==> src/assert_macros.svh <==
// Assertion helpers; expect signals named clock and reset in scope.
`ifndef ASSERT_MACROS_SVH
`define ASSERT_MACROS_SVH

// Same-cycle implication.
`define ASSERT_NOW(label, ante, cons) \
   label: assert property (@(posedge clock) disable iff (reset) (ante) |-> (cons)) \
      else $error("assertion failed");

// Next-cycle implication.
`define ASSERT_NEXT(label, ante, cons) \
   label: assert property (@(posedge clock) disable iff (reset) (ante) |=> (cons)) \
      else $error("assertion failed");

`endif

==> src/lct_pkg.sv <==
`timescale 1ns / 1ps
`default_nettype none
package lct_pkg;

   localparam int CODE_W          = 24;
   localparam int DEFAULT_ENTRIES = 16;

   localparam logic [CODE_W-1:0] EMPTY_CODE = 24'hFF_FFFF;

   localparam logic [1:0] KIND_ADD    = 2'd0;
   localparam logic [1:0] KIND_LOOKUP = 2'd1;
   localparam logic [1:0] KIND_ERASE  = 2'd2;

   localparam logic [1:0] STATUS_STORED  = 2'd0;
   localparam logic [1:0] STATUS_PRESENT = 2'd1;
   localparam logic [1:0] STATUS_FULL    = 2'd2;

   typedef struct packed {
      logic [1:0]        kind;
      logic [CODE_W-1:0] code;
   } req_type;

   typedef struct packed {
      logic [1:0] status;
      logic       found;
   } rsp_type;

endpackage
`default_nettype wire

==> src/learned_code_table_top.sv <==
// channel  direction  handshake             payload
// req_     in         req_valid/req_stall   lct_pkg::req_type {kind, code}
// rsp_     out        rsp_valid/rsp_stall   lct_pkg::rsp_type {status, found}
//
// Add and lookup scan the slot memory one entry per cycle, then pass through a drain
// state before response valid; erase and unused kinds respond in the cycle after accept.
// One request in flight; req_stall stays high until the response is taken.
// Synchronous reset marks every slot empty (valid bits cleared), no sweep.
// A stalled response holds in its output register.
`timescale 1ns / 1ps
`default_nettype none
module learned_code_table_top #(
   parameter int ENTRIES = lct_pkg::DEFAULT_ENTRIES
) (
   input  wire logic             clock,
   input  wire logic             reset,
   input  wire logic             req_valid,
   output      logic             req_stall,
   input  wire lct_pkg::req_type req_data,
   output      logic             rsp_valid,
   input  wire logic             rsp_stall,
   output      lct_pkg::rsp_type rsp_data
);
   import lct_pkg::*;

   localparam int IDX_W = (ENTRIES > 1) ? $clog2(ENTRIES) : 1;
   localparam logic [IDX_W-1:0] LAST_IDX = IDX_W'(ENTRIES - 1);

   typedef enum logic [1:0] {
      S_IDLE,
      S_SCAN,
      S_DRAIN,
      S_RESP
   } state_type;

   state_type         state_ff, state_in;
   logic [1:0]        kind_ff, kind_in;
   logic [CODE_W-1:0] code_ff, code_in;
   logic [IDX_W-1:0]  rd_idx_ff, rd_idx_in;
   logic [IDX_W-1:0]  cmp_idx_ff, cmp_idx_in;
   logic              cmp_on_ff, cmp_on_in;
   logic              dup_ff, dup_in;
   logic              have_ff, have_in;
   logic [IDX_W-1:0]  empty_at_ff, empty_at_in;
   logic              rsp_valid_ff, rsp_valid_in;
   rsp_type           rsp_data_ff, rsp_data_in;
   logic [ENTRIES-1:0] slot_vld_ff, slot_vld_in;
   logic              rd_vld_ff;
   logic [CODE_W-1:0] rd_code_ff;

   logic [CODE_W-1:0] code_mem [ENTRIES];

   logic              mem_we;
   logic [IDX_W-1:0]  wr_idx;
   logic              clr_all;
   logic [CODE_W-1:0] slot_val;
   logic              hit, emp;
   logic              dup_now, have_now;
   logic [IDX_W-1:0]  at_now;

   assign slot_val = rd_vld_ff ? rd_code_ff : EMPTY_CODE;
   assign hit      = cmp_on_ff && (slot_val == code_ff);
   assign emp      = cmp_on_ff && (slot_val == EMPTY_CODE);
   assign dup_now  = dup_ff | hit;
   assign have_now = have_ff | emp;
   assign at_now   = (!have_ff && emp) ? cmp_idx_ff : empty_at_ff;

   always_comb begin
      state_in     = state_ff;
      kind_in      = kind_ff;
      code_in      = code_ff;
      rd_idx_in    = rd_idx_ff;
      cmp_idx_in   = cmp_idx_ff;
      cmp_on_in    = cmp_on_ff;
      dup_in       = dup_ff;
      have_in      = have_ff;
      empty_at_in  = empty_at_ff;
      rsp_valid_in = rsp_valid_ff;
      rsp_data_in  = rsp_data_ff;
      mem_we       = 1'b0;
      wr_idx       = at_now;
      clr_all      = 1'b0;
      case (state_ff)
         S_IDLE: begin
            if (req_valid) begin
               kind_in     = req_data.kind;
               code_in     = req_data.code;
               rd_idx_in   = '0;
               cmp_on_in   = 1'b0;
               dup_in      = 1'b0;
               have_in     = 1'b0;
               empty_at_in = '0;
               rsp_data_in = '0;
               case (req_data.kind)
                  KIND_ADD, KIND_LOOKUP: begin
                     state_in = S_SCAN;
                  end
                  KIND_ERASE: begin
                     clr_all      = 1'b1;
                     rsp_valid_in = 1'b1;
                     state_in     = S_RESP;
                  end
                  default: begin
                     rsp_valid_in = 1'b1;
                     state_in     = S_RESP;
                  end
               endcase
            end
         end
         S_SCAN: begin
            dup_in      = dup_now;
            have_in     = have_now;
            empty_at_in = at_now;
            cmp_on_in   = 1'b1;
            cmp_idx_in  = rd_idx_ff;
            if (rd_idx_ff == LAST_IDX) begin
               state_in = S_DRAIN;
            end else begin
               rd_idx_in = rd_idx_ff + IDX_W'(1);
            end
         end
         S_DRAIN: begin
            cmp_on_in    = 1'b0;
            rsp_valid_in = 1'b1;
            state_in     = S_RESP;
            rsp_data_in  = '0;
            if (kind_ff == KIND_ADD) begin
               if (dup_now) begin
                  rsp_data_in.status = STATUS_PRESENT;
               end else if (!have_now) begin
                  rsp_data_in.status = STATUS_FULL;
               end else begin
                  mem_we             = 1'b1;
                  rsp_data_in.status = STATUS_STORED;
               end
            end else begin
               rsp_data_in.found = dup_now;
            end
         end
         S_RESP: begin
            if (!rsp_stall) begin
               rsp_valid_in = 1'b0;
               state_in     = S_IDLE;
            end
         end
         default: begin
            state_in = S_IDLE;
         end
      endcase
   end

   always_comb begin
      slot_vld_in = slot_vld_ff;
      if (clr_all) begin
         slot_vld_in = '0;
      end
      if (mem_we) begin
         slot_vld_in[wr_idx] = 1'b1;
      end
   end

   always_ff @(posedge clock) begin
      if (reset) begin
         state_ff     <= S_IDLE;
         cmp_on_ff    <= 1'b0;
         rsp_valid_ff <= 1'b0;
         slot_vld_ff  <= '0;
      end else begin
         state_ff     <= state_in;
         cmp_on_ff    <= cmp_on_in;
         rsp_valid_ff <= rsp_valid_in;
         slot_vld_ff  <= slot_vld_in;
      end
      kind_ff     <= kind_in;
      code_ff     <= code_in;
      rd_idx_ff   <= rd_idx_in;
      cmp_idx_ff  <= cmp_idx_in;
      dup_ff      <= dup_in;
      have_ff     <= have_in;
      empty_at_ff <= empty_at_in;
      rsp_data_ff <= rsp_data_in;
      rd_vld_ff   <= slot_vld_ff[rd_idx_ff];
   end

   always_ff @(posedge clock) begin
      if (mem_we) begin
         code_mem[wr_idx] <= code_ff;
      end
      rd_code_ff <= code_mem[rd_idx_ff];
   end

   assign req_stall = (state_ff != S_IDLE);
   assign rsp_valid = rsp_valid_ff;
   assign rsp_data  = rsp_data_ff;

`include "assert_macros.svh"

   `ASSERT_NOW(a_no_accept_while_rsp, req_valid && !req_stall, !rsp_valid)
   `ASSERT_NOW(a_found_only_lookup, rsp_valid && rsp_data.found, kind_ff == KIND_LOOKUP)
   `ASSERT_NOW(a_status_only_add, rsp_valid && (rsp_data.status != STATUS_STORED), kind_ff == KIND_ADD)
   `ASSERT_NEXT(a_erase_clears, req_valid && !req_stall && (req_data.kind == KIND_ERASE), slot_vld_ff == '0)

endmodule
`default_nettype wire
==> config.mk <==
export PLATFORM = sky130hd
export DESIGN_NAME = learned_code_table_top
export DESIGN_NICKNAME = d
export VERILOG_FILES = /design/src/lct_pkg.sv /design/src/learned_code_table_top.sv
export VERILOG_INCLUDE_DIRS = /design/src /design/src/src
export SDC_FILE = /design/constraint.sdc
export NUM_CORES = 1
export LEC_CHECK = 0
export BUFFER_PORTS_ARGS = -buffer_cell sky130_fd_sc_hd__buf_4
export CORE_MARGIN = 8
export CORE_UTILIZATION = 32
export CTS_BUF_LIST = sky130_fd_sc_hd__clkbuf_16
export CTS_CLUSTER_SIZE = 30
export DETAILED_ROUTE_END_ITERATION = 16
export GPL_TIMING_DRIVEN = 0
export HOLD_SLACK_MARGIN = 0.05
export PLACE_DENSITY_LB_ADDON = 0.08
export SYNTH_ARGS = -nofsm -noshare
export SYNTH_HDL_FRONTEND = slang
export SYNTH_SLANG_ARGS = --single-unit
==> constraint.sdc <==
create_clock -name clock -period 6.42 [get_ports clock]
set_input_delay 0.963 -clock clock [delete_from_list [all_inputs] [get_ports clock]]
set_output_delay 0.963 -clock clock [all_outputs]
set_load 0.005 [all_outputs]
==> impl_metrics.json, run 1 <==
{
  "status": "complete, no violations",
  "die_w_um": 255,
  "drtIter0Drc": 704,
  "fin_nets": 1061,
  "fin_area_mm2": 0.0219,
  "top_usage_layer": "met2",
  "dp_hpwl_um": 33400,
  "synthesis.area_mm2": 0.0183,
  "die_h_um": 255,
  "wl_per_cell_um": 26.2,
  "drt_wl_total_um": 48000,
  "path_class": "flop to flop",
  "critPathLaunch": "code_ff[17]",
  "cts_buffers": 53,
  "finClkSkew_ns": 0.0180,
  "synth.net_count": 918,
  "met3_usage_pct": 2.22,
  "start_kind": "flop",
  "grt_pass1_wl_um": 69400,
  "overflow": 0,
  "relSlewSlack_pct": 10.6,
  "layout-drive-gt1-share_pct": 31.2,
  "reg2reg_from": "code_ff[17]",
  "firstDrtPassIters": 5,
  "num_io_pins": 35,
  "worst_pin_slew_ns": 1.34,
  "async_flop_share_pct": 0,
  "vias_per_cell": 4.96,
  "hold_viol": 0,
  "die_area_mm2": 0.0651,
  "h-tree-depth": 2,
  "holdCritPathClass": "flop to flop",
  "yosysWarnings": 0,
  "start_util_pct": 32.4,
  "place.gp.congestion": 0.782,
  "r2r_end": "code_mem[1][2]",
  "fin_crit_sh_pct": 57.1,
  "ant_nets": 0,
  "p_total_uw": 8820,
  "clk_path_buf_depth": 3,
  "fmax_mhz": 273,
  "arrival_ns": 4.03,
  "irDropWorstVdd_mv": 0.236,
  "clock_latency_ns": 0.60,
  "post_dp_cell_area_mm2": 0.0202,
  "cp-endpoint": "code_mem[1][2]",
  "place_ws_ns": 2.80,
  "core_mm2": 0.0565,
  "fin_cells": 1827,
  "portBuffers": 33,
  "finalSetupViolations": 0,
  "drcViolationCount": 0,
  "end_kind": "flop",
  "vias": 9057,
  "ys_ff_latch": 472,
  "ff2ff_setup_slack_ns": 2.75,
  "ys_seq_area_share_pct": 75.0,
  "slew_violations": 0,
  "critPathRequiredTime_ns": 6.78,
  "grt_pass1_vias": 9378,
  "fin_hold_ws_ns": 0.448,
  "period_needed_ns": 3.67,
  "row_count": 87,
  "clock-sinks": 472,
  "grtUsageMet1_pct": 22.0,
  "cts_setup_buffers": 0,
  "n_antenna_cell": 0,
  "numPlacedInstances": 1727,
  "grt_start_max_net_pins": 21,
  "cts_tree": "done",
  "crit_fanout": 18,
  "rsz0062_at_grt": "false",
  "synth-main-ff-cell": "edfxtp_1",
  "ys_types": 60,
  "synth_edf_count": 427,
  "synth_cells": 883,
  "area_growth_pct": 19.6,
  "worst_r2r_path_depth": 9,
  "grt_antenna_before_repair": 0,
  "grtUsageMet2_pct": 22.9,
  "worst_slack_ns": 2.75,
  "cts_hold_buf": 0,
  "track_usage_pct": 15.0,
  "p_leak_uw": 0.00707,
  "path_clk_slew_ns": 0.06,
  "ctsResizeCount": 0,
  "syn_avg_cell_area_um2": 20.7,
  "clock-root-buffer": "clkbuf_16",
  "power_density_mw_per_mm2": 403,
  "drv_cap": 0
}
==> critical path, cell delays in order (launching register included) <==
cell and delay, ns:
edfxtp_1 0.71, inv_1 0.11, a2111oi_0 0.63, o2111a_1 0.38, nand4b_4 0.14, nor4_4 0.60, nor4_2 0.22, buf_4 0.24
buf_4 0.19, buf_4 0.18
==> per-layer routing <==
metal	vias to the layer above	part of all wire [%]	wire length [um]
met2	172	46	21900
met4	0	2.2	1050
met1	4848	49	23300
met3	61	3.5	1690
li1	3976	-	-
met5	-	0	0
==> power by group <==
group	switching, uW	leakage, uW	total, uW	internal, uW
logic	998	0.00193	1870	872
registers	307	0.00423	3980	3680
clock network	1230	0.000906	2970	1740
==> how the worst min path moves through the flow <==
stage / from / to / cells after the start
6_report: slot_vld_ff[12] / slot_vld_ff[12] / 2
5_1_grt: rd_idx_ff[3] / cmp_idx_ff[3] / 0
4_1_cts: rd_idx_ff[3] / cmp_idx_ff[3] / 0
3_5_place_dp: rd_idx_ff[3] / cmp_idx_ff[3] / 0
3_3_place_gp: rd_idx_ff[3] / cmp_idx_ff[3] / 0
2_1_floorplan: slot_vld_ff[2] / slot_vld_ff[2] / 2
==> Yosys cell counts (8+ instances only) <==
cell | instances | share of area [%]
buf_2 | 11 | 0.30
clkbuf_1 | 15 | 0.31
dfxtp_1 | 45 | 4.9
edfxtp_1 | 427 | 70
inv_1 | 18 | 0.37
mux2i_1 | 9 | 0.49
mux4_2 | 125 | 15
nand2_1 | 39 | 0.80
nand2b_1 | 12 | 0.41
nand4_1 | 8 | 0.27
nor2_1 | 20 | 0.41
nor2b_1 | 10 | 0.34
nor3_1 | 13 | 0.36
o21ai_0 | 11 | 0.30
o31ai_1 | 11 | 0.45
==> logic make-up (layout without fill, tap and decap cells) <==
logic type	count (synthesis)	after routing	synth area share (%)
adders and majority gates	5	5	0.342
muxes	138	138	16.2
DFF	472	472	75.0
xor gates and xnor gates	7	7	0.335
and+or+nand+nor	146	146	4.44
buffers and inverters	55	243	1.29
AOI/OAI and AO/OA	60	60	2.45
==> sequential cells by signal (all words and copies together), names as in the netlist <==
name         cells
rd_code_ff      24
dup_ff           1
code_ff         24
cmp_idx_ff       4
rd_idx_ff        4
have_ff          1
empty_at_ff      4
rsp_valid        1
code_mem       384
kind_ff          2
state_ff         2
rd_vld_ff        1
rsp_data         3
cmp_on_ff        1
slot_vld_ff     16
==> metrics by stage <==
| step | setup TNS [ns] | utilization, % |
|---|---|---|
| floorplan | 0 | - |
| global placement | -307.31 | 34.5 |
| detailed placement | 0 | 35.7 |
| CTS | 0 | 38.7 |
| global route | 0 | 38.7 |
| finish | 0 | 38.7 |
==> final cells by class <==
class,count,area (um2)
fill,5128,34600
sequential,472,13700
multi-input combinational,356,4420
clock buffer,53,1330
tap,756,946
timing repair buffer,88,846
clock inverter,47,378
buffer,36,164
inverter,19,71.3
==> cells in the final DEF, fill, tap and decap left out, types with 3 or more instances in the layout <==
cell type and n:
a21oi_1 7, buf_1 7, buf_2 11, buf_4 47, buf_6 39, buf_8 4, bufinv_16 6, clkbuf_1 15
clkbuf_16 53, clkinv_1 10, clkinv_2 6, dfxtp_1 45, edfxtp_1 427, ha_1 5, inv_1 33, inv_2 6
mux2i_1 9, mux2i_2 3, mux4_2 125, nand2_1 39, nand2b_1 12, nand3_1 6, nand3b_1 4, nand4_1 8
nor2_1 20, nor2b_1 10, nor3_1 4, nor3_2 10, nor3b_2 5, nor4_2 3, o21ai_0 11, o22ai_1 3
o31ai_1 11, o41ai_1 5, or2_2 4, or3_1 7, or3b_1 5, xor2_1 6
Note: power is estimated with default switching activity, not from simulation.
==> run 2, diff against run 1 <==
==> constraint.sdc (replaced) <==
create_clock -name clock -period 3.7 [get_ports clock]
set_input_delay 0.555 -clock clock [delete_from_list [all_inputs] [get_ports clock]]
set_output_delay 0.555 -clock clock [all_outputs]
set_load 0.005 [all_outputs]
==> run 2 against run 1 <==
  * Sequential power grew 72%
  * Register-to-register slack worse by 2.6 ns
  * Clock power is 68% higher
  * Utilization increased by 0.47 points
  * Hold slack got worse by 0.31 ns
  * Global-route usage is 0.26 points lower
  * Worst setup slack got worse by 2.6 ns
==> impl_metrics.json, run 2 (synthesis results as in run 1) <==
{
  "critPathRequiredTime_ns": 4.04,
  "largest_register": "code_mem",
  "cts_tree": "done",
  "status": "complete, no violations",
  "switchingPower_uw": 4360,
  "power_switching_share_pct": 28.6,
  "firstDrtPassIters": 6,
  "irDropWorstVdd_mv": 0.330,
  "clock-sinks": 472,
  "core_mm2": 0.0565,
  "arrival_ns": 3.86,
  "die_h_um": 255,
  "fin_crit_sh_pct": 95.1,
  "worst_pin_slew_ns": 1.33,
  "die_w_um": 255,
  "track_usage_pct": 14.7,
  "period_needed_ns": 3.52,
  "critPathLaunch": "code_ff[1]",
  "power_density_mw_per_mm2": 687,
  "drv_cap": 0,
  "hold_viol": 0,
  "fin_cells": 1841,
  "crit_fanout": 19,
  "finalSetupViolations": 0,
  "vias_per_cell": 4.96,
  "numPlacedInstances": 1715,
  "drcViolationCount": 0,
  "p_leak_uw": 0.00715,
  "r2r_end": "code_mem[13][5]",
  "reg.largest.list": "code_mem (384), code_ff (24), rd_code_ff (24)",
  "drtIter0Drc": 596,
  "cp-endpoint": "code_mem[13][5]",
  "path_class": "flop to flop",
  "p_int_uw": 10900,
  "p_seq_share_pct": 45.0,
  "pwr-share-comb_pct": 22.3,
  "reg2reg_from": "code_ff[1]",
  "portBuffers": 33,
  "end_kind": "flop",
  "row_count": 87,
  "clk_path_buf_depth": 3,
  "start_util_pct": 32.4,
  "grt_pass1_vias": 9340,
  "dp_hpwl_um": 32300,
  "num_io_pins": 35,
  "rsz0062_at_grt": "false",
  "cts_buffers": 53,
  "grt_start_max_net_pins": 21,
  "n_antenna_cell": 0,
  "vias": 9124,
  "area_growth_pct": 21.0,
  "holdCritPathClass": "input port to flop",
  "clock_latency_ns": 0.59,
  "fmax_mhz": 284,
  "worst_r2r_path_depth": 9,
  "relSlewSlack_pct": 11.5,
  "fin_hold_ws_ns": 0.136,
  "start_kind": "flop",
  "layout-drive-gt1-share_pct": 31.9,
  "ff2ff_setup_slack_ns": 0.18,
  "largest_reg_flops": 384,
  "slew_violations": 0,
  "overflow": 0,
  "path_clk_slew_ns": 0.06,
  "clock-root-buffer": "clkbuf_16",
  "fin_nets": 1075,
  "wl_per_cell_um": 25.8,
  "final_common_cell": "edfxtp_1",
  "place.gp.congestion": 0.773,
  "finClkSkew_ns": 0.0205,
  "final_cell_mix": "427 x edfxtp_1, 125 x mux4_2, 67 x buf_4",
  "ant_nets": 0,
  "die_area_mm2": 0.0651,
  "p_total_uw": 15200,
  "power_frac_clock_pct": 32.7,
  "grt_pass1_wl_um": 68200,
  "h-tree-depth": 2,
  "grt_antenna_before_repair": 0,
  "drt_wl_total_um": 47400
}
[run 2: changes by cell type in the layout (fill, tap and decap cells not counted), sizes merged]
cell	before	now
buf	109	123
bufinv	6	3
clkbuf	68	70
clkinv	18	24
clkinvlp	0	2
inv	42	35
[run 2: final cells by class]
class / count / area [um2]
flip-flops and latches: 472 / 13700
well taps: 756 / 946
inverters: 19 / 71.3
repair buffers: 102 / 1100
clock buffers: 55 / 1380
plain buffers: 36 / 164
multi-input cells: 356 / 4490
fillers: 5088 / 34400
clock inverters: 45 / 274
[run 2: layer usage]
metal / vias to the layer above / part of all wire [%] / track usage, %
met5: - / 0 / 0
met4: 0 / 2.7 / 5.25
met3: 70 / 3.1 / 2.14
met2: 151 / 47 / 22.9
met1: 4904 / 47 / 20.9
li1: 3999 / - / -
[run 2: metrics by stage]
| stage | setup slack, ns | TNS (ns) | utilization (%) | area, um2 |
|---|---|---|---|---|
| final | 0.181 | 0 | 39.2 | 22100 |
| after global routing | 0.00110 | 0 | 39.2 | 22100 |
| after CTS | 0.00607 | 0 | 38.7 | 21900 |
| after global placement | -4.94 | -887.52 | 34.6 | 19500 |
| after detailed placement | 0.00745 | 0 | 35.8 | 20200 |
| after floorplan | -0.720 | -35.50 | - | 18300 |
[run 2: power groups by stage]
| stage | Clock [uW] | Sequential, uW | Combinational (uW) |
|---|---|---|---|
| 5_1_grt | 5340 | 6900 | 3680 |
| 3_5_place_dp | 0 | 7030 | 3340 |
| 6_report | 4980 | 6850 | 3390 |
| 3_3_place_gp | 0 | 7030 | 3280 |
| 2_1_floorplan | 0 | 6760 | 2250 |
| 4_1_cts | 5160 | 6920 | 3350 |
[run 2: repair_timing]
item / CTS / global route
resized for setup: 0 / 1
hold buffers: 0 / 0
setup buffers: 0 / 26
endpoints found under the setup margin: 0 / 65
[run 2: worst max-delay path, cell delays in order (launching register included)]
cell	delay (ns)
edfxtp_1	0.79
nor2b_1	0.10
a221o_1	0.28
a2111o_1	0.37
nand4b_4	0.20
nor4_4	0.63
buf_6	0.31
nor3_4	0.15
buf_8	0.24
buf_16	0.16
[run 2: worst min path at each step]
stage                   startpoint             end  slack [ns]  cells past startpoint
finish                req_data[12]     code_ff[12]        0.14                      1
global route          req_data[15]     code_ff[15]        0.11                      1
CTS                   req_data[20]     code_ff[20]        0.09                      1
detailed placement    rd_idx_ff[2]   cmp_idx_ff[2]        0.43                      0
global placement      rd_idx_ff[2]   cmp_idx_ff[2]        0.43                      0
floorplan           slot_vld_ff[2]  slot_vld_ff[2]        0.41                      2
